<file path="src/rtl/tpw_pkg.sv">
// Shared types, constants and arithmetic helpers of the tube preamp waveshaper.
// Used by every module under rtl/; depends on nothing.
package tpw_pkg;

  // Default parameter values
  localparam int RAMP_SAMPLES_DEF     = 960;
  localparam int NUM_CHANNELS_DEF     = 2;
  localparam int TANH_TABLE_DEPTH_DEF = 1024;

  // Register indexes on the configuration port
  localparam logic [2:0] REG_MODE       = 3'd0;
  localparam logic [2:0] REG_GAIN       = 3'd1;
  localparam logic [2:0] REG_SHELF_NUM  = 3'd2;
  localparam logic [2:0] REG_SHELF_DEN  = 3'd3;
  localparam logic [2:0] REG_DC_GAIN    = 3'd4;
  localparam logic [2:0] REG_DC_DEN     = 3'd5;

  // Fixed-point constants, Q.23 unless noted
  localparam logic signed [31:0] ONE_Q23     = 32'sd8388608;
  localparam logic signed [31:0] C_POS_SLOPE = 32'sd838861;
  localparam logic signed [31:0] C_NEG_SLOPE = 32'sd419430;
  localparam logic signed [31:0] C_OUT_SCALE = 32'sd5872026;
  localparam logic signed [31:0] C_STAGE2    = 32'sd10066330;
  localparam logic signed [31:0] C_STAGE3    = 32'sd9227469;
  localparam logic signed [32:0] TANH_LIMIT  = 33'sd67108864;  // 8.0

  // Mode codes
  localparam logic [1:0] MODE_CLEAN = 2'd0;
  localparam logic [1:0] MODE_CRUNCH = 2'd1;
  localparam logic [1:0] MODE_HIGH  = 2'd2;

  // Datapath micro-operations
  typedef enum logic [4:0] {
    OP_NONE, OP_SH_B0, OP_SH_Y, OP_SH_A1, OP_SH_S1, OP_SH_A2, OP_SH_S2,
    OP_GN_MUL, OP_GN_V, OP_T_IDX, OP_T_RD0, OP_T_RD1, OP_T_DIF, OP_T_INT,
    OP_P_M, OP_P_M2, OP_P_U, OP_P_U2, OP_P_O, OP_P_O2, OP_N_MUL, OP_N_ADD,
    OP_DC_B0, OP_DC_Y, OP_DC_A1, OP_DC_S1, OP_DC_S2
  } op_t;

  // Controller to datapath and ramp
  typedef struct packed {
    op_t        op;
    logic [1:0] stage;
    logic       load;
    logic       step;
  } cmd_t;

  // Status back to the controller
  typedef struct packed {
    logic out_free;
    logic ramp_busy;
  } status_t;

  // Coefficients as the datapath sees them
  typedef struct packed {
    logic [1:0]         mode_eff;
    logic signed [19:0] sh_b0;
    logic signed [19:0] sh_b1;
    logic signed [19:0] sh_b2;
    logic signed [19:0] sh_a1;
    logic signed [19:0] sh_a2;
    logic signed [31:0] dc_b0;
    logic signed [31:0] dc_a1;
    logic signed [31:0] dc_a2;
  } coef_t;

  // Round to nearest, ties towards plus infinity
  function automatic logic signed [65:0] rnd(input logic signed [65:0] v,
                                             input logic [4:0] s);
    logic signed [65:0] half;
    half = 66'sd1 <<< (s - 5'd1);
    return (v + half) >>> s;
  endfunction

  function automatic logic signed [31:0] sat32(input logic signed [65:0] v);
    if (v > 66'sd2147483647) return 32'sh7fffffff;
    if (v < -66'sd2147483648) return 32'sh80000000;
    return v[31:0];
  endfunction

  function automatic logic signed [39:0] sat40(input logic signed [65:0] v);
    if (v > 66'sd549755813887) return 40'sh7fffffffff;
    if (v < -66'sd549755813888) return 40'sh8000000000;
    return v[39:0];
  endfunction

  function automatic logic signed [23:0] sat24(input logic signed [31:0] v);
    if (v > 32'sd8388607) return 24'sh7fffff;
    if (v < -32'sd8388608) return 24'sh800000;
    return v[23:0];
  endfunction

  // Stage bias per mode, stages 0..2 scaled 1.0, 0.8, 0.6
  function automatic logic signed [31:0] bias(input logic [1:0] m,
                                              input logic [1:0] k);
    logic signed [31:0] b;
    case (k)
      2'd0:    b = 32'sd838861;
      2'd1:    b = 32'sd671089;
      default: b = 32'sd503316;
    endcase
    case (m)
      MODE_CLEAN:  return b;
      MODE_CRUNCH: return 32'sd0;
      default:     return -b;
    endcase
  endfunction

endpackage

</file>
<file path="src/rtl/tpw_ramp.sv">
// Gain ramp: current gain, per-item increment and a reciprocal divider for the step.
// Depends on tpw_pkg.
module tpw_ramp
  import tpw_pkg::*;
#(
  parameter int RAMP_SAMPLES = RAMP_SAMPLES_DEF
) (
  input  logic        clk,
  input  logic        rst,
  input  logic        start,
  input  logic [15:0] target,
  input  logic        step,
  output logic [31:0] gain_now,
  output logic        busy
);

  localparam logic [15:0] RAMP  = RAMP_SAMPLES[15:0];
  // 2^48 / RAMP_SAMPLES; at most 49 bits
  localparam logic [48:0] RECIP = 49'((64'd1 << 48) / RAMP_SAMPLES);

  logic signed [33:0] gain_inc;
  logic [15:0]        ramp_left;
  logic [15:0]        tgt;
  logic [32:0]        mag;
  logic               neg;
  logic [2:0]         cnt;
  logic [81:0]        acc;
  logic signed [33:0] diff;
  logic [16:0]        pa;
  logic [24:0]        pb;
  logic [41:0]        pp;
  logic [81:0]        pp_sh;
  logic [32:0]        q_est;
  logic [48:0]        qd;
  logic [48:0]        rem;
  logic [32:0]        q_fix;

  assign diff  = $signed({2'b0, target, 16'b0}) - $signed({2'b0, gain_now});
  assign busy  = start || (cnt != 3'd0);

  // One partial product of magnitude and reciprocal a cycle, 17 by 25 bits
  assign pa    = cnt[1] ? {1'b0, mag[32:17]} : mag[16:0];
  assign pb    = cnt[0] ? RECIP[24:0] : {1'b0, RECIP[48:25]};
  assign pp    = pa * pb;

  always_comb begin
    case (cnt)
      3'd4:    pp_sh = {15'b0, pp, 25'b0};
      3'd3:    pp_sh = {23'b0, pp, 17'b0};
      3'd2:    pp_sh = {pp[39:0], 42'b0};
      default: pp_sh = {40'b0, pp};
    endcase
  end

  // Estimate is the quotient or one below it; one compare and subtract fixes it
  assign q_est = acc[80:48];
  assign qd    = 49'(q_est) * 49'(RAMP);
  assign rem   = {16'b0, mag} - qd;
  assign q_fix = (rem >= 49'(RAMP)) ? q_est + 33'd1 : q_est;

  // Restart the division on a write, accumulate the product, step per item
  always_ff @(posedge clk) begin
    if (rst) begin
      gain_now  <= 32'h2800_0000;
      gain_inc  <= '0;
      ramp_left <= '0;
      tgt       <= 16'd10240;
      cnt       <= '0;
    end else if (start) begin
      neg       <= diff < 0;
      mag       <= diff < 0 ? 33'(-diff) : 33'(diff);
      acc       <= '0;
      tgt       <= target;
      cnt       <= 3'd5;
      ramp_left <= RAMP;
    end else if (cnt > 3'd1) begin
      acc <= acc + pp_sh;
      cnt <= cnt - 3'd1;
    end else if (cnt == 3'd1) begin
      gain_inc <= neg ? -$signed({1'b0, q_fix}) : $signed({1'b0, q_fix});
      cnt      <= '0;
    end else if (step && ramp_left != 16'd0) begin
      ramp_left <= ramp_left - 16'd1;
      if (ramp_left == 16'd1) begin
        gain_now <= {tgt, 16'b0};
      end else begin
        gain_now <= gain_now + gain_inc[31:0];
      end
    end
  end

endmodule

</file>
<file path="config.mk">
export PLATFORM = sky130hd
export DESIGN_NAME = tpw_ramp
export DESIGN_NICKNAME = d
export VERILOG_FILES = /design/src/rtl/tpw_pkg.sv /design/src/rtl/tpw_ramp.sv
export SDC_FILE = /design/constraint.sdc
export NUM_CORES = 1
export LEC_CHECK = 0
export ABC_AREA = 1
export BUFFER_PORTS_ARGS = -buffer_cell sky130_fd_sc_hd__buf_2
export CAP_MARGIN = 0
export CORE_MARGIN = 2
export CORE_UTILIZATION = 40
export DETAILED_ROUTE_END_ITERATION = 6
export PLACE_DENSITY = 0.61
export SYNTH_ARGS = -nofsm -noshare
export SYNTH_HDL_FRONTEND = slang
export SYNTH_SLANG_ARGS = --single-unit
</file>
<file path="constraint.sdc">
create_clock -name clk -period 25.3 [get_ports clk]
set_input_delay 1.265 -clock clk [delete_from_list [all_inputs] [get_ports clk]]
set_output_delay 1.265 -clock clk [all_outputs]
set_load 0.005 [all_outputs]
</file>
-- Word level (Yosys, flattened, before mapping)
Index checks and enable logic that the tools add are counted.
- bitwise operators: 4
- equal/unequal tests: 7
- multiplexer cells: 15
- magnitude comparators: 3
- reduce and logical (&&, ||, !) cells: 15
- multiply operators: 2
- $add $sub $neg: 9
- operators by type and width (cell ; count):
    $pmux 82 s3 ; 1
    $mux 32 ; 3
    $add 82x82->82 ; 1
    $mux 82 ; 1
    $ge 49x10->1 const B ; 1
    $sub 33x43->44 ; 1
    $mul 17x23->40 ; 1
    $mux 10 ; 4
    $mul 33x4->37 const B ; 1
    $lt 33x1->1 const B ; 1
    $mux 33 ; 1
    $neg 33->33 ; 1
    $sub 32x32->33 ; 1
    $add 32x1->32 const B ; 1
    $add 32x32->32 ; 1
    $neg 32->32 ; 1
    $mux 23 ; 1
    $mux 17 ; 1
    $eq 16x1->1 const B ; 1
    $reduce_bool 16->1 ; 1
    $sub 16x1->16 const B ; 1
    $mux 3 ; 3
    $reduce_and 3->1 ; 3
    $eq 3x2->1 const B ; 2
    other kinds (13) ; 21
- register bits after elaboration: 215
- logic and storage cells: 65
- input port bits: 20
- output and inout bits: 33

-- Longest topological paths before layout
Gate-level depths: netlist (run 1).
- depth after elaboration: 6
- depth in mapped cells: 53
- gate-level depth less buffers: 52

-- Least setup slack after synthesis (run 1)
OpenSTA, ideal clock, no wires.
- path kind: reg-to-reg
- from: register cnt[1]
- to: register acc[71], data pin
- library setup time: 0.261 ns
- buffers on the path: 2
- clock period less this slack: 8.815 ns
- path slack: 16.485 ns
- data required time: 25.039 ns
- arrival: 8.554 ns
- stages on the path, launching flop included: 42
- path through: dfxtp_1 clkbuf_1 clkbuf_1 mux2i_1 nor2_1 ha_1 inv_1 fa_1 fa_1 inv_1 fa_1 inv_1 fa_1 fa_1 inv_1 ha_1 nand2_1 o21ai_0 [6 not listed] a21oi_1 o21ai_0 xnor2_1 o221ai_1 ha_1 a21oi_1 inv_1 a31oi_1 inv_1 a221oi_1 o21ai_0 a21oi_1 inv_1 a21oi_1 o21ai_0 a21o_1 o21ai_0 a21oi_1
- word-level cells in the longest chain between the ends: 5
- elaborated cells on any way between the ends: 8
- those cells by class: add/sub: 1; mul: 1; eq/ne: 3; mux: 3
- ends and longest elaborated chain (item ; RTL line ; source):
    start, declared ; tpw_ramp.sv:26 ; logic [2:0] cnt;
    start signal, assigned ; tpw_ramp.sv:78 ; cnt <= cnt - 3'd1;
    $mux 17 ; tpw_ramp.sv:42 ; assign pa = cnt[1] ? {1'b0, mag[32:17]} : mag[16:0];
    $mul 17x23->40 ; tpw_ramp.sv:44 ; assign pp = pa * pb;
    $pmux 82 s3 (*) ; tpw_ramp.sv:47 ; case (cnt)
    $add 82x82->82 (*) ; tpw_ramp.sv:77 ; acc <= acc + pp_sh;
    $mux 82 (*) ; tpw_ramp.sv:76 ; end else if (cnt > 3'd1) begin
    end signal, assigned ; tpw_ramp.sv:77 ;
    end, declared ; tpw_ramp.sv:27 ; logic [81:0] acc;
Mark *: on every way between the ends. The rest lies on a longest branch, timed or not. The select of a mux whose other input is x is not followed.
A chain may end at the register's enable or synchronous reset.

-- Final worst setup path (run 1)
- from: register cnt[1]
- to: register acc[66], data pin
Same word-level chain as after synthesis.

==> metrics, run 1 <==
Synth top area share=0.146; worst path arrival time=roughly 11 ns; Max clock buf depth=3; clk_lat worst skew=0.60 ns; dpl cell area=between 30000 and 40000 µm²; gpl congestion=about 0.95; Area Overhead vs Synth=7.37%; total track usage=0.244; root buf cell=clkbuf_16; sequential fraction of the synthesis area=0.182; share of layout cells above drive strength 1=0.0482; antenna fix cells=0; Mean Syn Cell Area=approximately 6.8 µm²; Hold Crit Class=reg2reg; I/O Buffers=52; drc violations=0; DP Wirelength=around 80000 µm; Core ar.=73300 µm²; CTS-repair resized insts=0; worst rel slew slack=0.244; register clock-pin slew on the reported worst setup and hold paths=0.06 ns; TritonCTS clock tree=done; most common flop cell mapped by yosys=edfxtp_1; vias in the first global route=~26k; Std-Cell Rows=between 90 and 100; Post-synth EDFFs=114; Final setup viols=0; via count=roughly 28k; total grt overflow=0; die area=~77000 µm²; kind of critical path=reg2reg; largest net degree at the start of global routing=between 60 and 70; max-slew violations=0; commonest non-fill, non-tap cell in the layout=nand2_1; Die W=around 280 µm; height of the chip=between 200 and 300 µm; Area contributors post-synth=ha_1, nand2_1, edfxtp_1, inv_1, fa_1; Seq cells post-synth=between 200 and 250; asr flop ratio synth=0; # Max-Cap Violations=0; Worst Clk Skew=between 0.015 and 0.02 ns; worst slew pin tran=between 1 and 1.5 ns; Top Ports=between 50 and 60; most frequent cells in the layout=nand2_1, inv_1, a21oi_1; drt first pass iters=6; via density per instance=~5.3; critical path launch point type=flop; Setup Buffers After CTS=0; wire per inst=approximately 18 µm; DRT antenna net count=0; fin area=between 30000 and 40000 µm²; crit path time final=~11 ns; CP max-delay cell=dfxtp_1; worst-path fanout max=17; drt total wl=95500 µm; Final nets=a little under 5k; Peak Freq=roughly 0.094 GHz; worst endpoint required time=approximately 26 ns; final worst path period share=0.420; CTS Buf Count=27; Filler Cell Count=~7.8k; RSZ-0062 raised after global routing=no; Worst setup EP type=flop; Syn. warnings=0; most common cell type on the critical path=nand2_1; Hold-fix buffers, CTS=0; Syn Inst Count=between 4k and 5k; slack of the critical path=around 15 ns; Reg area=5410 µm²; Synth Cell Area=29700 µm²; first-pass GRT wire length=approximately 150000 µm; clk sinks=~210; CTS HTree Levels=1; initial detailed-routing violation count=around 2.3k; status=finished, final reports clean; Starting Density=0.406; post-synth cell types=61; area of the multi-input gates=approximately 21000 µm²; DP Worst Slack=roughly 15 ns; Hold Vio Cnt, Final=0; Setup TNS=0 ns; CP max stage delay=0.86 ns; R2R Setup Slk=14.67 ns; Synth area leader=ha_1; initial antenna violation count=1
==> cell families after synthesis <==
family	Yosys count	synth area share
AND/OR/NAND/NOR	1720	0.241
buffers and inverters	873	0.112
multiplexers	13	0.00437
adder cells (fa/ha/maj)	490	0.242
flip-flops	213	0.182
other	2	0.000252
XOR/XNOR	155	0.0456
AO/OA/AOI/OAI	908	0.173
==> layer usage <==
layer / vias up / global-route usage / wire [µm]
met4: 2 / 0.0464 / 1790
met1: 13200 / 0.372 / 48100
met2: 846 / 0.372 / 39800
met3: 98 / 0.0238 / 5810
li1: 14400 / - / -
met5: - / 0 / 17
==> path summary, 6_finish.rpt <==
kind                                          start                     to  cells after the start
worst max-delay path            cnt[1]$_SDFFE_PP0P_  acc[66]$_SDFFCE_PP0P_                     49
worst min-delay path            tgt[8]$_SDFFE_PP0P_    tgt[8]$_SDFFE_PP0P_                      2
worst max register to register  cnt[1]$_SDFFE_PP0P_  acc[66]$_SDFFCE_PP0P_                     49
worst min register to register  tgt[8]$_SDFFE_PP0P_    tgt[8]$_SDFFE_PP0P_                      2
==> area by class of cell <==
cell class	count	area share
timing repair buffer	67	0.0117
sequential	213	0.169
clock buffer	29	0.0214
multi-input combinational	3301	0.660
clock inverter	20	0.00470
inverter	808	0.0950
tap	959	0.0376
==> through the flow <==
stage	hold WS, ns	cells	util
floorplan	0.430	4387	-
global placement	0.464	5348	0.424
detailed placement	0.473	5348	0.424
CTS	0.483	5397	0.436
global route	0.504	5397	0.436
finish	0.479	5397	0.436
==> cell usage after synthesis (all sizes together), types with 2 or more instances <==
| library cell | count |
|---|---|
| a221oi | 5 |
| fa | 142 |
| or2 | 20 |
| a21boi | 10 |
| o21bai | 24 |
| mux2i | 13 |
| nor4 | 10 |
| o21ai | 258 |
| o22ai | 18 |
| a31o | 2 |
| o221ai | 32 |
| dfxtp | 99 |
| buf | 12 |
| edfxtp | 114 |
| o211ai | 12 |
| nand2 | 977 |
| o31ai | 8 |
| and3 | 3 |
| nand3b | 13 |
| a22o | 4 |
| nor2 | 430 |
| conb | 2 |
| nand4 | 47 |
| nor3 | 39 |
| o311ai | 2 |
| o21a | 41 |
| a31oi | 53 |
| xor2 | 94 |
| a21o | 17 |
| nand3 | 178 |
| clkinv | 6 |
| o2111ai | 6 |
| xnor2 | 61 |
| ha | 348 |
| inv | 802 |
| a21oi | 411 |
| clkbuf | 53 |
==> flip-flops by register name, summed over array words and instances (netlist names) <==
signal	flops
cnt	3
ramp_left	16
mag	33
tgt	16
neg	1
gain_inc	32
gain_now	32
acc	80
==> critical path: cells and delay by family, from the launching register on <==
family | cells | cell delay (ns)
AO/OA/AOI/OAI | 19 | 3.76
adder cells (fa/ha/maj) | 7 | 3.22
AND/OR/NAND/NOR | 15 | 1.57
buffers and inverters | 8 | 0.95
flip-flops | 1 | 0.86
Power of run 1 is left out: the tool's default activity adds up to more than one toggle a clock period on the data nets, which glitch-free logic cannot reach.
==> run 2, diff against run 1 <==
--- a/config.mk
+++ b/config.mk
@@ -5,7 +5,7 @@
 export SDC_FILE = /design/constraint.sdc
 export NUM_CORES = 1
 export LEC_CHECK = 0
-export ABC_AREA = 1
+export ABC_AREA = 0
 export BUFFER_PORTS_ARGS = -buffer_cell sky130_fd_sc_hd__buf_2
 export CAP_MARGIN = 0
 export CORE_MARGIN = 2
==> constraint.sdc (replaced) <==
create_clock -name clk -period 10.8 [get_ports clk]
set_input_delay 0.54 -clock clk [delete_from_list [all_inputs] [get_ports clk]]
set_output_delay 0.54 -clock clk [all_outputs]
set_load 0.005 [all_outputs]
==> run 2 against run 1 <==
  * Worst setup slack lost 14 ns
  * Critical path depth shrank 8
  * Cell count shrank 20%
  * Count of clock-buffer cells in the layout grew 7
  * Core utilization grew 0.70 points
  * Final area shrank 4.8%
  * Maximum frequency grew 3.7%
  * Synthesized cell count shrank 24%
  * Sequential share of layout area grew 0.87 points
  * First-iteration DRC count shrank 11%
  * Wire length shrank 10%
  * Critical endpoint is now acc[78]$_SDFFCE_PP0P_
==> metrics, run 2 <==
most frequent cells in the layout=ha_1, nor2_1, inv_1 (was nand2_1, inv_1, a21oi_1); wire per inst=19.8 µm (was 17.7 µm); Met2 Routed Length=38000 µm (was 39800 µm); Hold-fix buffers, CTS=0 (unchanged); worst endpoint required time=11.14 ns (was 25.63 ns); Area contributors post-synth=ha_1, edfxtp_1, fa_1, dfxtp_1, xnor2_1 (was ha_1, nand2_1, edfxtp_1, inv_1, fa_1); fin util=0.443 (was 0.436); R2R Setup Slk=0.55 ns (was 14.67 ns); most common cell type on the critical path=fa_1 (was nand2_1); antenna fix cells=0 (unchanged); worst rel slew slack=0.318 (was 0.244); drc violations=0 (unchanged); kind of critical path=reg2reg (unchanged); first-pass GRT wire length=133000 µm (was 149000 µm); TritonCTS clock tree=done (unchanged); worst slew pin tran=0.998 ns (was 1.13 ns); Syn. warnings=0 (unchanged); vias in the first global route=23.5k (was 26.4k); CP max-delay cell=fa_1 (was dfxtp_1); Final nets=3887 (was 4928); Final setup viols=0 (unchanged); Die W=268 µm (was 277 µm); number of flip-flops in the largest register=80 (unchanged); hold_ws=0.212 ns (was 0.479 ns); Top reg by flops=acc (unchanged); via count=24.7k (was 28.5k); Setup Buffers After CTS=0 (unchanged); synth cell count leaders=ha_1, nor2_1, inv_1, a21oi_1, nand2_1 (was nand2_1, inv_1, nor2_1, a21oi_1, ha_1); I/O Buffers=52 (unchanged); crit path time final=10.25 ns (was 10.63 ns); register clock-pin slew on the reported worst setup and hold paths=0.07 ns (was 0.06 ns); Starting Density=0.405 (was 0.406); Hold Crit Class=in2reg (was reg2reg); clk sinks=213 (unchanged); Seq cells post-synth=213 (unchanged); Max clock buf depth=3 (unchanged); Top Registers=acc x80, mag x33 (unchanged); via density per instance=5.70 (was 5.27); initial detailed-routing violation count=2053 (was 2303); Synth top area share=0.156 (was 0.146); total grt overflow=0 (unchanged); M1 WL=38800 µm (was 48100 µm); CTS Buf Count=28 (was 27); Synth area leader=ha_1 (unchanged); slack of the critical path=0.549 ns (was 14.67 ns); Std-Cell Rows=96 (was 99); status=finished, final reports clean (unchanged); Hold Vio Cnt, Final=0 (unchanged); drt first pass iters=7 (was 6); Worst setup EP type=flop (unchanged); final worst path period share=0.949 (was 0.420); CTS HTree Levels=1 (unchanged); Post-synth EDFFs=114 (unchanged); root buf cell=clkbuf_16 (unchanged); Peak Freq=0.0975 GHz (was 0.0940 GHz); DRT antenna net count=0 (unchanged); CP max stage delay=0.55 ns (was 0.86 ns); asr flop ratio synth=0 (unchanged); met3 routed WL=5270 µm (was 5810 µm); drt total wl=85900 µm (was 95500 µm); initial antenna violation count=1 (unchanged); gpl congestion=0.974 (was 0.950); commonest non-fill, non-tap cell in the layout=ha_1 (was nand2_1); worst-path fanout max=7 (was 17); # Max-Cap Violations=0 (unchanged); count leader, synth=ha_1 (was nand2_1); total track usage=0.236 (was 0.244); Syn Inst Count=3334 (was 4374); DP Worst Slack=0.188 ns (was 14.86 ns); Area Overhead vs Synth=9.19% (was 7.37%); clk_lat worst skew=0.61 ns (was 0.60 ns); critical path launch point type=flop (unchanged); share of layout cells above drive strength 1=0.0694 (was 0.0482); Mean Syn Cell Area=8.35 µm² (was 6.80 µm²); largest net degree at the start of global routing=59 (was 63); Highest Signal Layer=met4 (was met5); post-synth cell types=97 (was 61); sequential fraction of the synthesis area=0.194 (was 0.182); Top Ports=53 (unchanged); Synth Cell Area=27800 µm² (was 29700 µm²); height of the chip=268 µm (was 277 µm); most common flop cell mapped by yosys=edfxtp_1 (unchanged); die area=71700 µm² (was 76600 µm²); Worst Clk Skew=0.0366 ns (was 0.0198 ns); CTS-repair resized insts=0 (unchanged); DP Wirelength=69400 µm (was 79600 µm); Core ar.=68700 µm² (was 73300 µm²); Filler Cell Count=7025 (was 7800); worst path arrival time=10.59 ns (was 10.97 ns); max-slew violations=0 (unchanged)
==> run 2: cell count changes after synthesis, moves of 33 or more <==
cell,before,now
inv_1,785,289
nand3_1,172,80
nor2_1,407,324
a21oi_1,406,264
o21ai_0,242,156
nor2b_1,0,40
and3_1,3,37
mux2i_1,13,46
xnor2_1,61,170
clkbuf_1,53,105
nand2b_1,0,51
a21o_1,17,97
nand2_1,950,224
==> run 2: worst paths after layout <==
path	start	depth (start not counted)	endpoint
min	target[13]	3	tgt[13]$_SDFFE_PP1P_
max reg2reg	mag[9]$_DFFE_PP_	41	acc[78]$_SDFFCE_PP0P_
max	mag[9]$_DFFE_PP_	41	acc[78]$_SDFFCE_PP0P_
min reg2reg	gain_inc[5]$_SDFFE_PP0P_	2	gain_inc[5]$_SDFFE_PP0P_
==> run 2: stage by stage <==
step / TNS, ns / instances / cell area, µm²
floorplan: 0 / 3347 / 27900
global placement: 0 / 4278 / 29400
detailed placement: 0 / 4278 / 29400
CTS: 0 / 4330 / 30300
global route: -0.144 / 4330 / 30400
finish: 0 / 4330 / 30400
==> run 2: cells by family after synthesis <==
| logic type | Yosys count | synth area share |
|---|---|---|
| compound gates | 884 | 0.207 |
| xor+xnor | 284 | 0.0893 |
| fa+ha+maj | 490 | 0.258 |
| buf+inv | 413 | 0.0566 |
| flops | 213 | 0.194 |
| mux | 53 | 0.0214 |
| other cells | 2 | 0.000270 |
| simple gates | 995 | 0.173 |
==> run 2: final cells by class <==
type	count	area [µm²]	share of cell area
inverter	290	1090	0.0358
clock inverter	16	124	0.00407
sequential	213	5410	0.178
tap	931	1160	0.0383
multi-input combinational	2721	21000	0.692
timing repair buffer	123	800	0.0263
clock buffer	36	783	0.0258
==> run 2: routing by layer <==
metal	track usage	vias to the layer above
li1	-	12000
met1	0.324	11800
met2	0.374	742
met3	0.0318	135
met4	0.0969	0
met5	0	-
==> run 2: critical path: cells and delay by family, from the launching register on <==
family / cells / cell delay [ns]
AOI/OAI and AO/OA: 19 / 3.78
adders and majority gates: 8 / 3.61
and+or+nand+nor: 7 / 1.12
xor gates and xnor gates: 2 / 0.48
DFF: 1 / 0.45
muxes: 1 / 0.32
buffers and inverters: 4 / 0.22
Power of run 2 is left out for the same reason.
