$ cat config.mk
export PLATFORM = sky130hd
export DESIGN_NAME = tpw_ctrl
export DESIGN_NICKNAME = d
export VERILOG_FILES = /design/src/rtl/tpw_pkg.sv /design/src/rtl/tpw_ctrl.sv
export SDC_FILE = /design/constraint.sdc
export NUM_CORES = 1
export LEC_CHECK = 0
export BUFFER_PORTS_ARGS = -buffer_cell sky130_fd_sc_hd__buf_2
export CAP_MARGIN = 15
export CORE_AREA = 2 2 39 41
export DETAILED_ROUTE_END_ITERATION = 7
export DIE_AREA = 0 0 41 43
export GPL_TIMING_DRIVEN = 0
export HOLD_SLACK_MARGIN = 0.1
export PLACE_DENSITY = 0.72
export SYNTH_ARGS = -nofsm -noshare
export SYNTH_HDL_FRONTEND = slang
export SYNTH_SLANG_ARGS = --single-unit
export TNS_END_PERCENT = 5
$ cat constraint.sdc
create_clock -name clk -period 1.8 [get_ports clk]
set_input_delay 0.27 -clock clk [delete_from_list [all_inputs] [get_ports clk]]
set_output_delay 0.27 -clock clk [all_outputs]
set_load 0.05 [all_outputs]
$ cat src/rtl/tpw_pkg.sv
// Shared types, constants and arithmetic helpers of the tube preamp waveshaper.
// Used by every module under rtl/; depends on nothing.
package tpw_pkg;

  // Default parameter values
  localparam int RAMP_SAMPLES_DEF     = 960;
  localparam int NUM_CHANNELS_DEF     = 2;
  localparam int TANH_TABLE_DEPTH_DEF = 1024;

  // Register indexes on the configuration port
  localparam logic [2:0] REG_MODE       = 3'd0;
  localparam logic [2:0] REG_GAIN       = 3'd1;
  localparam logic [2:0] REG_SHELF_NUM  = 3'd2;
  localparam logic [2:0] REG_SHELF_DEN  = 3'd3;
  localparam logic [2:0] REG_DC_GAIN    = 3'd4;
  localparam logic [2:0] REG_DC_DEN     = 3'd5;

  // Fixed-point constants, Q.23 unless noted
  localparam logic signed [31:0] ONE_Q23     = 32'sd8388608;
  localparam logic signed [31:0] C_POS_SLOPE = 32'sd838861;
  localparam logic signed [31:0] C_NEG_SLOPE = 32'sd419430;
  localparam logic signed [31:0] C_OUT_SCALE = 32'sd5872026;
  localparam logic signed [31:0] C_STAGE2    = 32'sd10066330;
  localparam logic signed [31:0] C_STAGE3    = 32'sd9227469;
  localparam logic signed [32:0] TANH_LIMIT  = 33'sd67108864;  // 8.0

  // Mode codes
  localparam logic [1:0] MODE_CLEAN = 2'd0;
  localparam logic [1:0] MODE_CRUNCH = 2'd1;
  localparam logic [1:0] MODE_HIGH  = 2'd2;

  // Datapath micro-operations
  typedef enum logic [4:0] {
    OP_NONE, OP_SH_B0, OP_SH_Y, OP_SH_A1, OP_SH_S1, OP_SH_A2, OP_SH_S2,
    OP_GN_MUL, OP_GN_V, OP_T_IDX, OP_T_RD0, OP_T_RD1, OP_T_DIF, OP_T_INT,
    OP_P_M, OP_P_M2, OP_P_U, OP_P_U2, OP_P_O, OP_P_O2, OP_N_MUL, OP_N_ADD,
    OP_DC_B0, OP_DC_Y, OP_DC_A1, OP_DC_S1, OP_DC_S2
  } op_t;

  // Controller to datapath and ramp
  typedef struct packed {
    op_t        op;
    logic [1:0] stage;
    logic       load;
    logic       step;
  } cmd_t;

  // Status back to the controller
  typedef struct packed {
    logic out_free;
    logic ramp_busy;
  } status_t;

  // Coefficients as the datapath sees them
  typedef struct packed {
    logic [1:0]         mode_eff;
    logic signed [19:0] sh_b0;
    logic signed [19:0] sh_b1;
    logic signed [19:0] sh_b2;
    logic signed [19:0] sh_a1;
    logic signed [19:0] sh_a2;
    logic signed [31:0] dc_b0;
    logic signed [31:0] dc_a1;
    logic signed [31:0] dc_a2;
  } coef_t;

  // Round to nearest, ties towards plus infinity
  function automatic logic signed [65:0] rnd(input logic signed [65:0] v,
                                             input logic [4:0] s);
    logic signed [65:0] half;
    half = 66'sd1 <<< (s - 5'd1);
    return (v + half) >>> s;
  endfunction

  function automatic logic signed [31:0] sat32(input logic signed [65:0] v);
    if (v > 66'sd2147483647) return 32'sh7fffffff;
    if (v < -66'sd2147483648) return 32'sh80000000;
    return v[31:0];
  endfunction

  function automatic logic signed [39:0] sat40(input logic signed [65:0] v);
    if (v > 66'sd549755813887) return 40'sh7fffffffff;
    if (v < -66'sd549755813888) return 40'sh8000000000;
    return v[39:0];
  endfunction

  function automatic logic signed [23:0] sat24(input logic signed [31:0] v);
    if (v > 32'sd8388607) return 24'sh7fffff;
    if (v < -32'sd8388608) return 24'sh800000;
    return v[23:0];
  endfunction

  // Stage bias per mode, stages 0..2 scaled 1.0, 0.8, 0.6
  function automatic logic signed [31:0] bias(input logic [1:0] m,
                                              input logic [1:0] k);
    logic signed [31:0] b;
    case (k)
      2'd0:    b = 32'sd838861;
      2'd1:    b = 32'sd671089;
      default: b = 32'sd503316;
    endcase
    case (m)
      MODE_CLEAN:  return b;
      MODE_CRUNCH: return 32'sd0;
      default:     return -b;
    endcase
  endfunction

endpackage

$ cat src/rtl/tpw_ctrl.sv
// Controller: sequences the micro-operations of one item through the datapath.
// Depends on tpw_pkg.
module tpw_ctrl
  import tpw_pkg::*;
(
  input  logic    clk,
  input  logic    rst,
  input  logic    in_valid,
  output logic    in_ready,
  input  status_t status,
  output cmd_t    cmd
);

  typedef enum logic [4:0] {
    ST_IDLE, ST_SH_B0, ST_SH_Y, ST_SH_A1, ST_SH_S1, ST_SH_A2, ST_SH_S2,
    ST_GN_MUL, ST_GN_V, ST_T_IDX, ST_T_RD0, ST_T_RD1, ST_T_DIF, ST_T_INT,
    ST_P_M, ST_P_M2, ST_P_U, ST_P_U2, ST_P_O, ST_P_O2, ST_N_MUL, ST_N_ADD,
    ST_DC_B0, ST_DC_Y, ST_DC_A1, ST_DC_S1, ST_DC_S2
  } state_t;

  state_t     state;
  logic [1:0] stage;
  logic       pass;

  assign in_ready = (state == ST_IDLE) && !status.ramp_busy;

  // Decode the state into a datapath operation
  always_comb begin
    cmd.stage = stage;
    cmd.load  = in_valid && in_ready;
    cmd.step  = state == ST_SH_S2;
    unique case (state)
      ST_IDLE:   cmd.op = OP_NONE;
      ST_SH_B0:  cmd.op = OP_SH_B0;
      ST_SH_Y:   cmd.op = OP_SH_Y;
      ST_SH_A1:  cmd.op = OP_SH_A1;
      ST_SH_S1:  cmd.op = OP_SH_S1;
      ST_SH_A2:  cmd.op = OP_SH_A2;
      ST_SH_S2:  cmd.op = OP_SH_S2;
      ST_GN_MUL: cmd.op = OP_GN_MUL;
      ST_GN_V:   cmd.op = OP_GN_V;
      ST_T_IDX:  cmd.op = OP_T_IDX;
      ST_T_RD0:  cmd.op = OP_T_RD0;
      ST_T_RD1:  cmd.op = OP_T_RD1;
      ST_T_DIF:  cmd.op = OP_T_DIF;
      ST_T_INT:  cmd.op = OP_T_INT;
      ST_P_M:    cmd.op = OP_P_M;
      ST_P_M2:   cmd.op = OP_P_M2;
      ST_P_U:    cmd.op = OP_P_U;
      ST_P_U2:   cmd.op = OP_P_U2;
      ST_P_O:    cmd.op = OP_P_O;
      ST_P_O2:   cmd.op = OP_P_O2;
      ST_N_MUL:  cmd.op = OP_N_MUL;
      ST_N_ADD:  cmd.op = OP_N_ADD;
      ST_DC_B0:  cmd.op = OP_DC_B0;
      ST_DC_Y:   cmd.op = OP_DC_Y;
      ST_DC_A1:  cmd.op = OP_DC_A1;
      ST_DC_S1:  cmd.op = OP_DC_S1;
      ST_DC_S2:  cmd.op = status.out_free ? OP_DC_S2 : OP_NONE;
      default:   cmd.op = OP_NONE;
    endcase
  end

  // Advance through shelf, gain, three shaper stages and DC blocker
  always_ff @(posedge clk) begin
    if (rst) begin
      state <= ST_IDLE;
      stage <= '0;
      pass  <= 1'b0;
    end else begin
      unique case (state)
        ST_IDLE: begin
          if (in_valid && in_ready) begin
            state <= ST_SH_B0;
            stage <= '0;
            pass  <= 1'b0;
          end
        end
        ST_SH_B0:  state <= ST_SH_Y;
        ST_SH_Y:   state <= ST_SH_A1;
        ST_SH_A1:  state <= ST_SH_S1;
        ST_SH_S1:  state <= ST_SH_A2;
        ST_SH_A2:  state <= ST_SH_S2;
        ST_SH_S2:  state <= ST_GN_MUL;
        ST_GN_MUL: state <= ST_GN_V;
        ST_GN_V:   state <= ST_T_IDX;
        ST_T_IDX:  state <= ST_T_RD0;
        ST_T_RD0:  state <= ST_T_RD1;
        ST_T_RD1:  state <= ST_T_DIF;
        ST_T_DIF:  state <= ST_T_INT;
        ST_T_INT:  state <= pass ? ST_P_O : ST_P_M;
        ST_P_M:    state <= ST_P_M2;
        ST_P_M2:   state <= ST_P_U;
        ST_P_U:    state <= ST_P_U2;
        ST_P_U2: begin
          state <= ST_T_IDX;
          pass  <= 1'b1;
        end
        ST_P_O:    state <= ST_P_O2;
        ST_P_O2: begin
          pass <= 1'b0;
          if (stage == 2'd2) begin
            state <= ST_DC_B0;
          end else begin
            state <= ST_N_MUL;
            stage <= stage + 2'd1;
          end
        end
        ST_N_MUL:  state <= ST_N_ADD;
        ST_N_ADD:  state <= ST_T_IDX;
        ST_DC_B0:  state <= ST_DC_Y;
        ST_DC_Y:   state <= ST_DC_A1;
        ST_DC_A1:  state <= ST_DC_S1;
        ST_DC_S1:  state <= ST_DC_S2;
        ST_DC_S2: begin
          if (status.out_free) begin
            state <= ST_IDLE;
          end
        end
        default:   state <= ST_IDLE;
      endcase
    end
  end

endmodule

== After elaboration in Yosys (flattened, before gate mapping) ==
Index checks and enable logic that the tools add are counted.

* Memory bits (read-only): 0
* Output and inout bits: 10
* Memories kept: 0
* Register bits: 8
* Input bits: 5
* Logic and storage cells: 56
* Latch bits: 0
* RAM bits: 0

* Add/subtract/negate cells: 1
* $mul: 0
* $lt $le $gt $ge: 0
* Reduce and logical (&&, ||, !) cells: 10
* Equality and inequality tests: 30
* Mux-type cells: 12
* Bitwise gates (word level): 0
* Shift-type cells: 0
* Div/mod/pow operators: 0

{| class="wikitable"
|+ Operators by type and width
! operator !! number
|-
| $pmux W5 S26 || 1
|-
| $pmux W5 S25 || 1
|-
| $eq A5 B5 Y1 const B || 11
|-
| $eq A5 B4 Y1 const B || 8
|-
| $eq A5 B3 Y1 const B || 4
|-
| $mux W5 || 4
|-
| $eq A5 B2 Y1 const B || 2
|-
| $mux W2 || 3
|-
| $ne A2 B2 Y1 const B || 3
|-
| $eq A5 B1 Y1 const B || 1
|-
| $logic_not A5 Y1 || 1
|-
| $pmux W2 S2 || 1
|-
| $reduce_and A2 Y1 || 2
|-
| $pmux W1 S3 || 1
|-
| $reduce_and A3 Y1 || 1
|-
| $reduce_bool A3 Y1 || 1
|-
| $reduce_or A3 Y1 || 1
|-
| $add A2 B1 Y2 const B || 1
|-
| $eq A2 B2 Y1 const B || 1
|-
| $logic_and A1 B1 Y1 || 2
|-
| $reduce_bool A2 Y1 || 1
|-
| $logic_not A1 Y1 || 1
|-
| $mux W1 || 1
|}

== Depth between registers and ports, before layout ==
Gate-level depths: netlist of run 1.

* Depth in word-level cells: 5
* Gate-level depth with buffers: 5
* Gate-level depth less buffers: 5

== Worst setup path after synthesis of run 1 ==
Ideal clock, no wire load.

* Kind: register to output
* From: register state[4]
* To: output cmd[8] (netlist name)
* Stages on the path, launching flop included: 4
* Buffers on the path: 2
* Slack: 0.032 ns
* Required time: 1.530 ns
* Arrival time: 1.498 ns
* Cells stage by stage: dfxtp_1 > buf_4 > clkbuf_1 > a21boi_1

{| class="wikitable"
|+ RTL lines
! item !! line !! RTL
|-
| from (decl) || tpw_ctrl.sv:21 || <nowiki>state_t state;</nowiki>
|-
| from (signal assigned) || tpw_ctrl.sv:91 || <nowiki>ST_T_INT: state <= pass ? ST_P_O : ST_P_M;</nowiki>
|-
| to (decl) || tpw_ctrl.sv:11 || <nowiki>output cmd_t cmd</nowiki>
|}

==> results.toml, run 1 <==
[run_status]
status = "complete, no violations"

[synthesis]
synth_cells = 87
synth_flop_cell = "dfxtp_1"
syn_nets = 93
yosysTopAreaCell = "dfxtp_1"
ys_ff_latch = 8
synth_top_area_share_pct = 25.7
synth_cell_types = 35
yosys_warnings = 0
netlist_top_cells_area = "dfxtp_1 26%, nor2_1 7.2%, nand2b_1 6.0%"
synth-edff-count = 0
synth_area_um2 = 623
syn_area_per_cell_um2 = 7.16
synthTopCellsByCount = "12 x nor2_1, 8 x dfxtp_1, 7 x a21oi_1, 6 x nand2b_1"
async_flop_share_pct = 0
seq_area_frac_synth_pct = 25.7
yosysMostFrequentCell = "nor2_1"

[setup_path]
critPathBufInv = 2
critPathMaxFanout = 10
crit_required_ns = 1.53
crit_path_end_kind = "primary output"
r2r_start = "stage[0]$_SDFFE_PP0P_"
worstPathArrival_ns = 1.47
max_stage_delay_ns = 0.46
cp-start-kind = "register"
cp-startpoint = "state[3]$_SDFFE_PP0P_"
critical_path_class = "register to primary output"
cp_cell_sequence = "clkbuf_2 -> nand2_1 -> o21a_1 -> buf_2"
cp_slowest_cell = "dfxtp_1"
critPathTopFamily = "buffers and inverters"

[placed_design]
port_buffers = 13
gp_congestion = 0.842
hpwl_um = 1030
dpl_cell_area_um2 = 708

[clock_network]
cts_buffers = 3
worstSkewPairLatency_ns = 0.26
tritoncts = "yes"
clock_sinks = 8
cts_max_path_buffers = 2
cts-root-buf = "clkbuf_4"
htreeDepth = 1
clk_pin_slew_ns = 0.06

[finish]
num-fill-cells = 135
final_core_util_pct = 53.4
diodes = 0
multi_input_comb_area_um2 = 417
final_cell_area_um2 = 739
seq_area_um2 = 160
nNetsFinal = 111
area_delta_synth_final_pct = 18.7
drive_gt1_share_pct = 23.3

[detailed_routing]
wl_met3_um = 87
ant_nets = 0
post-route-drc-count = 0
met2RoutedLength_um = 625
viasPerCell = 5.56
routed.top_layer = "met4"
dr.first_iter.drc_count = 16
wirelength_met1_um = 733
wirelength_um = 1460
dr.pass1.iters = 4
avgRoutedWirePerCell_um = 12.3
vias = 662

[power]
total_power_w = 0.000553
cellPowerDensity_mw_per_mm2 = 748
max-vdd-ir-drop_v = 0.000342
power_leakage_nw = 0.352

[sta]
finClkSkew_ns = 0.0125
setup_viol = 0
fmaxAchievable_mhz = 573
slew_headroom_pct = 73.1
timing.hold.ws_ns = 0.385
fin_crit_sh_pct = 96.9
final_hold_viol_count = 0
grt_setup_unrepaired = "yes"
worstMarginPinSlew_ns = 0.403
post-route-min-period_ns = 1.74
report.final.slew_viol_count = 0

[job]
drv_cap = 0

[hold_path]
hold_start = "rst"
hp-class = "input pin to register"

[global_routing]
grt_pass1_vias = 503
grt_max_degree = 11
grt_usage_pct = 18.5
grt_pass1_wl_um = 2240
antenna_found_initial = 0
grt.overflow.total = 0

[floorplanning]
fp.dieW_um = 41
core_area_mm2 = 0.00138
dieArea_mm2 = 0.00176
rows = 14
io_pins = 15
die_h_um = 43
initial_core_util_pct = 45.0
[layout make-up]
| cell class | count | area share (%) |
|---|---|---|
| Clock buffer | 3 | 3.05 |
| Inverter | 3 | 1.52 |
| Multi-Input combinational cell | 68 | 56.3 |
| Buffer | 8 | 5.58 |
| Timing Repair Buffer | 13 | 9.14 |
| Tap cell | 16 | 2.71 |
| Sequential cell | 8 | 21.7 |
[cell families (layout without fill, tap and decap cells)]
kind of cell | Yosys count | in the layout | share of synthesized area (%)
adder cells (fa/ha/maj) | 1 | 1 | 2.01
multiplexers | 3 | 3 | 5.02
AND/OR/NAND/NOR | 41 | 41 | 34.3
buffers and inverters | 11 | 27 | 7.43
AO/OA/AOI/OAI | 23 | 23 | 25.5
flip-flops | 8 | 8 | 25.7
[what timing repair did]
action / in CTS / in global routing
hold buffers: 0 / 0
endpoints found under the setup margin: 4 / 7
setup buffers: 0 / 0
resized for setup: 1 / 9
[worst reg2reg max path, delay by kind of cell (launching register included)]
family / cells / cell delay, ns
flops: 1 / 0.35
buf+inv: 1 / 0.07
fa+ha+maj: 1 / 0.28
simple gates: 1 / 0.51
mux: 1 / 0.13
[state kept, by name (all words and copies together), names as in the netlist]
register,count
state,5
stage,2
pass,1
[layer usage]
metal,track usage [%],vias up
li1,-,338
met1,26.1,299
met2,25.9,22
met3,3.14,3
met4,10.0,0
met5,0,-
[power by group]
| part | switching [W] | internal (W) |
|---|---|---|
| Clock | 0.0000663 | 0.0000767 |
| Combinational | 0.000145 | 0.0000664 |
| Sequential | 0.0000116 | 0.000187 |
| Total | 0.000223 | 0.000330 |
[path summary, 6_finish.rpt]
kind                            depth (start not counted)  slack [ns]               endpoint
worst min-delay path                                    2        0.39      pass$_SDFFE_PP0P_
worst min register to register                          2        0.50  stage[1]$_SDFFE_PP0P_
worst max-delay path                                    4        0.06                 cmd[4]
worst max register to register                          4        0.41  stage[1]$_SDFFE_PP0P_
[per-stage QoR]
step | cells | setup slack [ns] | setup TNS (ns)
6_report | 119 | 0.0558 | 0
4_1_cts | 119 | 0.0000189 | 0
3_3_place_gp | 116 | 0.234 | 0
5_1_grt | 119 | -0.0275 | -0.0275
2_1_floorplan | 87 | 0.0319 | 0
3_5_place_dp | 116 | 0.220 | 0
[placed cells by master (no fill, tap or decap), types with 2 or more instances in the layout]
master / instances
a21oi_1: 7
buf_2: 13
nand2b_1: 6
nor2_1: 12
o22ai_1: 2
nand2_1: 5
mux2i_1: 2
nor3_1: 4
dfxtp_1: 8
inv_1: 3
a21boi_1: 2
clkbuf_4: 4
nor2b_1: 4
o21ai_0: 2
and2_1: 2
clkbuf_2: 5
nand3_1: 2
o21a_1: 2
Note: power is estimated with default switching activity, not from simulation.
==> run 2, diff against run 1 <==
Settings changed: ABC_AREA set to 0, CAP_MARGIN 15 to 40, CELL_PAD_IN_SITES_DETAIL_PLACEMENT set to 1, CELL_PAD_IN_SITES_GLOBAL_PLACEMENT set to 1, CORE_AREA 2 2 39 41 to unset, CORE_UTILIZATION set to 35, DIE_AREA 0 0 41 43 to unset, PLACE_DENSITY 0.72 to 0.75.
==> run 2 against run 1 <==
Net effect: via count grew 4.4%; highest routed layer is now met3; combinational power grew 5%; non-clock buffer count is the same; clock skew shrank 0.011 ns.
==> results.toml, run 2 (synthesis results as in run 1) <==
[sta]
timing.hold.ws_ns = 0.408
slew_headroom_pct = 70.9
fin_ws_ns = 0.0670
setup_viol = 0
worstMarginPinSlew_ns = 0.437
fmaxAchievable_mhz = 577
fin_crit_sh_pct = 96.3
grt_setup_unrepaired = "yes"
final_hold_viol_count = 0
finClkSkew_ns = 0.00193
report.final.slew_viol_count = 0
post-route-min-period_ns = 1.73

[global_routing]
grt_max_degree = 11
antenna_found_initial = 0
grt_usage_pct = 21.7
grt_pass1_wl_um = 3090
grt_pass1_vias = 665
grt.overflow.total = 0

[clock_network]
htreeDepth = 1
cts_max_path_buffers = 2
tritoncts = "yes"
clk_pin_slew_ns = 0.05
clock_sinks = 8
cts_buffers = 3
cts-root-buf = "clkbuf_4"
cts_setup_buffers = 0
worstSkewPairLatency_ns = 0.25

[setup_path]
cp_slowest_cell = "dfxtp_1"
critPathMostFrequentCell = "buf_2"
critical_path_class = "register to primary output"
crit_required_ns = 1.53
critPathTopFamily = "buffers and inverters"
critPathMaxFanout = 10
critPathBufInv = 3
crit_cells = 5
cp-start-kind = "register"
crit_path_end_kind = "primary output"
cp_cell_sequence = "buf_2 -> clkbuf_2 -> nor2_1 -> o21a_1 -> buf_2"
max_stage_delay_ns = 0.30
worstPathArrival_ns = 1.46
r2r_cells = 4

[power]
max-vdd-ir-drop_v = 0.000347
cellPowerDensity_mw_per_mm2 = 743
power_leakage_nw = 0.353

[detailed_routing]
wirelength_um = 1890
avgRoutedWirePerCell_um = 15.9
dr.pass1.iters = 3
ant_nets = 0
post-route-drc-count = 0
vias = 691
viasPerCell = 5.81
dr.first_iter.drc_count = 8

[floorplanning]
io_pins = 15
rows = 14
dieArea_mm2 = 0.00195
die_h_um = 44.2
core_area_mm2 = 0.00158
fp.dieW_um = 44.2
initial_core_util_pct = 39.5

[hold_path]
hp-class = "input pin to register"
min_path_cells = 3

[placed_design]
gp_congestion = 0.802
dp.cells = 116
port_buffers = 13
hpwl_um = 1360
dp_slack_ns = 0.195
dpl_cell_area_um2 = 708

[finish]
final_cell_area_um2 = 753
final_cell_mix = "12 x nor2_1, 11 x buf_2, 7 x a21oi_1, 7 x dfxtp_1"
seq_area_um2 = 161
final_common_cell = "nor2_1"
area_delta_synth_final_pct = 20.9
largest_reg_flops = 5
nNetsFinal = 111
diodes = 0
final_core_util_pct = 47.8
multi_input_comb_area_um2 = 422
largestRegisters = "state: 5 flops, stage: 2 flops, pass: 1 flops"
final_cells = 119
drive_gt1_share_pct = 25.2
num-fill-cells = 211
regMostFlops = "state"

[job]
drv_cap = 0

[run_status]
status = "complete, no violations"
==> run 2: metal layers <==
layer  vias to the layer above  share of wire [%]  global-route usage, %
li1                        339                  -                      -
met1                       345                 46                   28.6
met2                         7                 51                   35.6
met3                         0                2.2                   6.12
met4                         0                  0                   3.64
met5                         -                  0                      0
==> run 2: path summary, 6_finish.rpt <==
check | start | to | slack, ns
max | state[1]$_SDFFE_PP0P_ | cmd[4] | 0.07
min | status[0] | state[0]$_SDFFE_PP0P_ | 0.41
max reg2reg | stage[0]$_SDFFE_PP0P_ | stage[1]$_SDFFE_PP0P_ | 0.28
min reg2reg | stage[0]$_SDFFE_PP0P_ | stage[0]$_SDFFE_PP0P_ | 0.50
==> run 2: metrics by stage <==
step / TNS [ns] / power (W)
floorplan: 0 / 0.000365
finish: 0 / 0.000559
CTS: 0 / 0.000558
detailed placement: 0 / 0.000416
global route: -0.00956 / 0.000595
global placement: 0 / 0.000410
==> run 2: final cells by class <==
cell class / count / area share, %
Buffer: 8 / 5.81
Clock buffer: 3 / 2.99
Inverter: 3 / 1.50
Multi-Input combinational cell: 68 / 56.0
Sequential cell: 8 / 21.4
Tap cell: 16 / 2.66
Timing Repair Buffer: 13 / 9.63
==> run 2: what timing repair did <==
action                                  CTS  global route
endpoints found under the setup margin    6             7
hold buffers                              0             0
hold endpoints to repair                  0             0
gates resized for setup                   3            12
==> run 2: worst register-to-register path, delay by kind of cell (launching register included) <==
kind / cells / cell delay, ns
flops: 1 / 0.35
fa+ha+maj: 1 / 0.28
buf+inv: 1 / 0.07
mux: 1 / 0.20
simple gates: 1 / 0.54
==> run 2: where the power goes <==
group / switching (W) / leakage [nW] / internal (W) / total [W]
sequential: 0.0000120 / 0.0655 / 0.000187 / 0.000199
combinational: 0.000153 / 0.273 / 0.0000679 / 0.000221
clock: 0.0000629 / 0.0138 / 0.0000764 / 0.000139
==> run 3, diff against run 2 <==
Settings changed: CORE_ASPECT_RATIO set to 1.25.
==> run 3 against run 2 <==
Net effect: power hardly changed; combinational power shrank 2%; clock power rose by 4%; die area about the same; highest routed layer is now met4.
==> results.toml, run 3 (synthesis results as in run 1) <==
[run_status]
status = "complete, no violations"

[finish]
area_delta_synth_final_pct = 19.9
largest_reg_flops = 5
final_cell_area_um2 = 747
final_cell_mix = "12 x buf_2, 12 x nor2_1, 8 x dfxtp_1"
final_cells = 121
seq_area_um2 = 160
diodes = 0
largestRegisters = "state: 5 flops, stage: 2 flops, pass: 1 flops"
num-fill-cells = 214
drive_gt1_share_pct = 23.3
multi_input_comb_area_um2 = 417
nNetsFinal = 111
regMostFlops = "state"

[global_routing]
grt_usage_pct = 20.2
grt_pass1_vias = 619
grt.overflow.total = 0
grt_max_degree = 11
antenna_found_initial = 0
grt_pass1_wl_um = 2770

[power]
p_comb_share_pct = 38.8
swShare_pct = 40.6
power_leakage_nw = 0.352
p_sw_w = 0.000227
pwr-share-clk_pct = 25.8
total_power_w = 0.000559
share_seq_of_total_power_pct = 35.4
max-vdd-ir-drop_v = 0.000377
p_int_w = 0.000332
cellPowerDensity_mw_per_mm2 = 749

[sta]
fmaxAchievable_mhz = 577
fin_crit_sh_pct = 96.3
finClkSkew_ns = 0.00264
slew_headroom_pct = 71.9
final_hold_viol_count = 0
post-route-min-period_ns = 1.73
grt_setup_unrepaired = "yes"
report.final.slew_viol_count = 0
worstMarginPinSlew_ns = 0.422
fin_setup_tns_ns = 0
setup_viol = 0
fin_ws_ns = 0.0665

[detailed_routing]
dr.first_iter.drc_count = 8
ant_nets = 0
avgRoutedWirePerCell_um = 14.1
post-route-drc-count = 0
vias = 682
dr.pass1.iters = 4
wirelength_um = 1710
viasPerCell = 5.64

[hold_path]
min_path_cells = 2
hp-class = "input pin to register"

[setup_path]
r2r_cells = 4
cp-start-kind = "register"
worstPathArrival_ns = 1.46
max_stage_delay_ns = 0.45
crit_path_end_kind = "primary output"
critPathMostFrequentCell = "buf_2"
critical_path_class = "register to primary output"
crit_required_ns = 1.53
critPathMaxFanout = 10
cp_slowest_cell = "dfxtp_1"
cp_cell_sequence = "buf_2 -> nand2_1 -> o21a_1 -> buf_2"

[floorplanning]
initial_core_util_pct = 38.4
fp.dieW_um = 39.7
die_h_um = 49.2
dieArea_mm2 = 0.00195
core_area_mm2 = 0.00162
rows = 16
io_pins = 15

[clock_network]
tritoncts = "yes"
cts_max_path_buffers = 2
htreeDepth = 1
clk_pin_slew_ns = 0.06
cts_buffers = 3
cts-root-buf = "clkbuf_4"
hold_buffers = 0
clock_sinks = 8
worstSkewPairLatency_ns = 0.26

[job]
drv_cap = 0

[placed_design]
dp_slack_ns = 0.199
dp.cells = 118
port_buffers = 13
gp_congestion = 0.767
dpl_cell_area_um2 = 711
hpwl_um = 1260
run 3: cell counts in the layout (fill, tap and decap cells not counted):
No cell type changed its count.
run 3: worst paths after layout:
check	endpoint	from	slack (ns)
worst max register to register	stage[1]$_SDFFE_PP0P_	stage[0]$_SDFFE_PP0P_	0.41
worst min-delay path	pass$_SDFFE_PP0P_	rst	0.39
worst min register to register	stage[0]$_SDFFE_PP0P_	stage[0]$_SDFFE_PP0P_	0.49
worst max-delay path	cmd[4]	state[3]$_SDFFE_PP0P_	0.07
run 3: per-stage QoR:
stage          util (%)  hold WS, ns
6_report           46.1        0.387
5_1_grt            46.1        0.409
2_1_floorplan         -        0.511
4_1_cts            45.4        0.386
3_3_place_gp       43.8        0.483
3_5_place_dp       43.8        0.489
run 3: layout make-up:
class                           instances  share of cell area, %
Multi-Input combinational cell         68                   55.8
Sequential cell                         8                   21.4
Timing Repair Buffer                   13                   9.72
Buffer                                  8                   5.53
Clock buffer                            3                   3.02
Tap cell                               18                   3.02
Inverter                                3                   1.51
run 3: power by group through the flow:
| stage | Clock, W | Combinational, W | Sequential [W] |
|---|---|---|---|
| after floorplan | 0 | 0.000166 | 0.000199 |
| after global placement | 0 | 0.000207 | 0.000202 |
| after detailed placement | 0 | 0.000209 | 0.000202 |
| after CTS | 0.000146 | 0.000212 | 0.000198 |
| after global routing | 0.000159 | 0.000235 | 0.000200 |
| final | 0.000145 | 0.000217 | 0.000198 |
run 3: routing by layer:
layer  GRT usage, %  part of all wire, %  up-vias
met3           4.57                  4.3        5
met4           7.47                  1.8        0
met2           31.1                   49       21
met1           26.5                   45      320
met5              0                    0        -
li1               -                    -      336
run 3: repair_timing:
item / in CTS / in global routing
buffers inserted: 0 / 0
gates resized for setup: 3 / 8
cloned: 0 / 0
setup endpoints to repair: 6 / 8
run 3: worst max-delay path, delay by kind of cell (launching register included):
kind,cells,cell delay [ns]
flip-flops,1,0.45
buffers and inverters,2,0.45
AO/OA/AOI/OAI,1,0.19
AND/OR/NAND/NOR,1,0.11
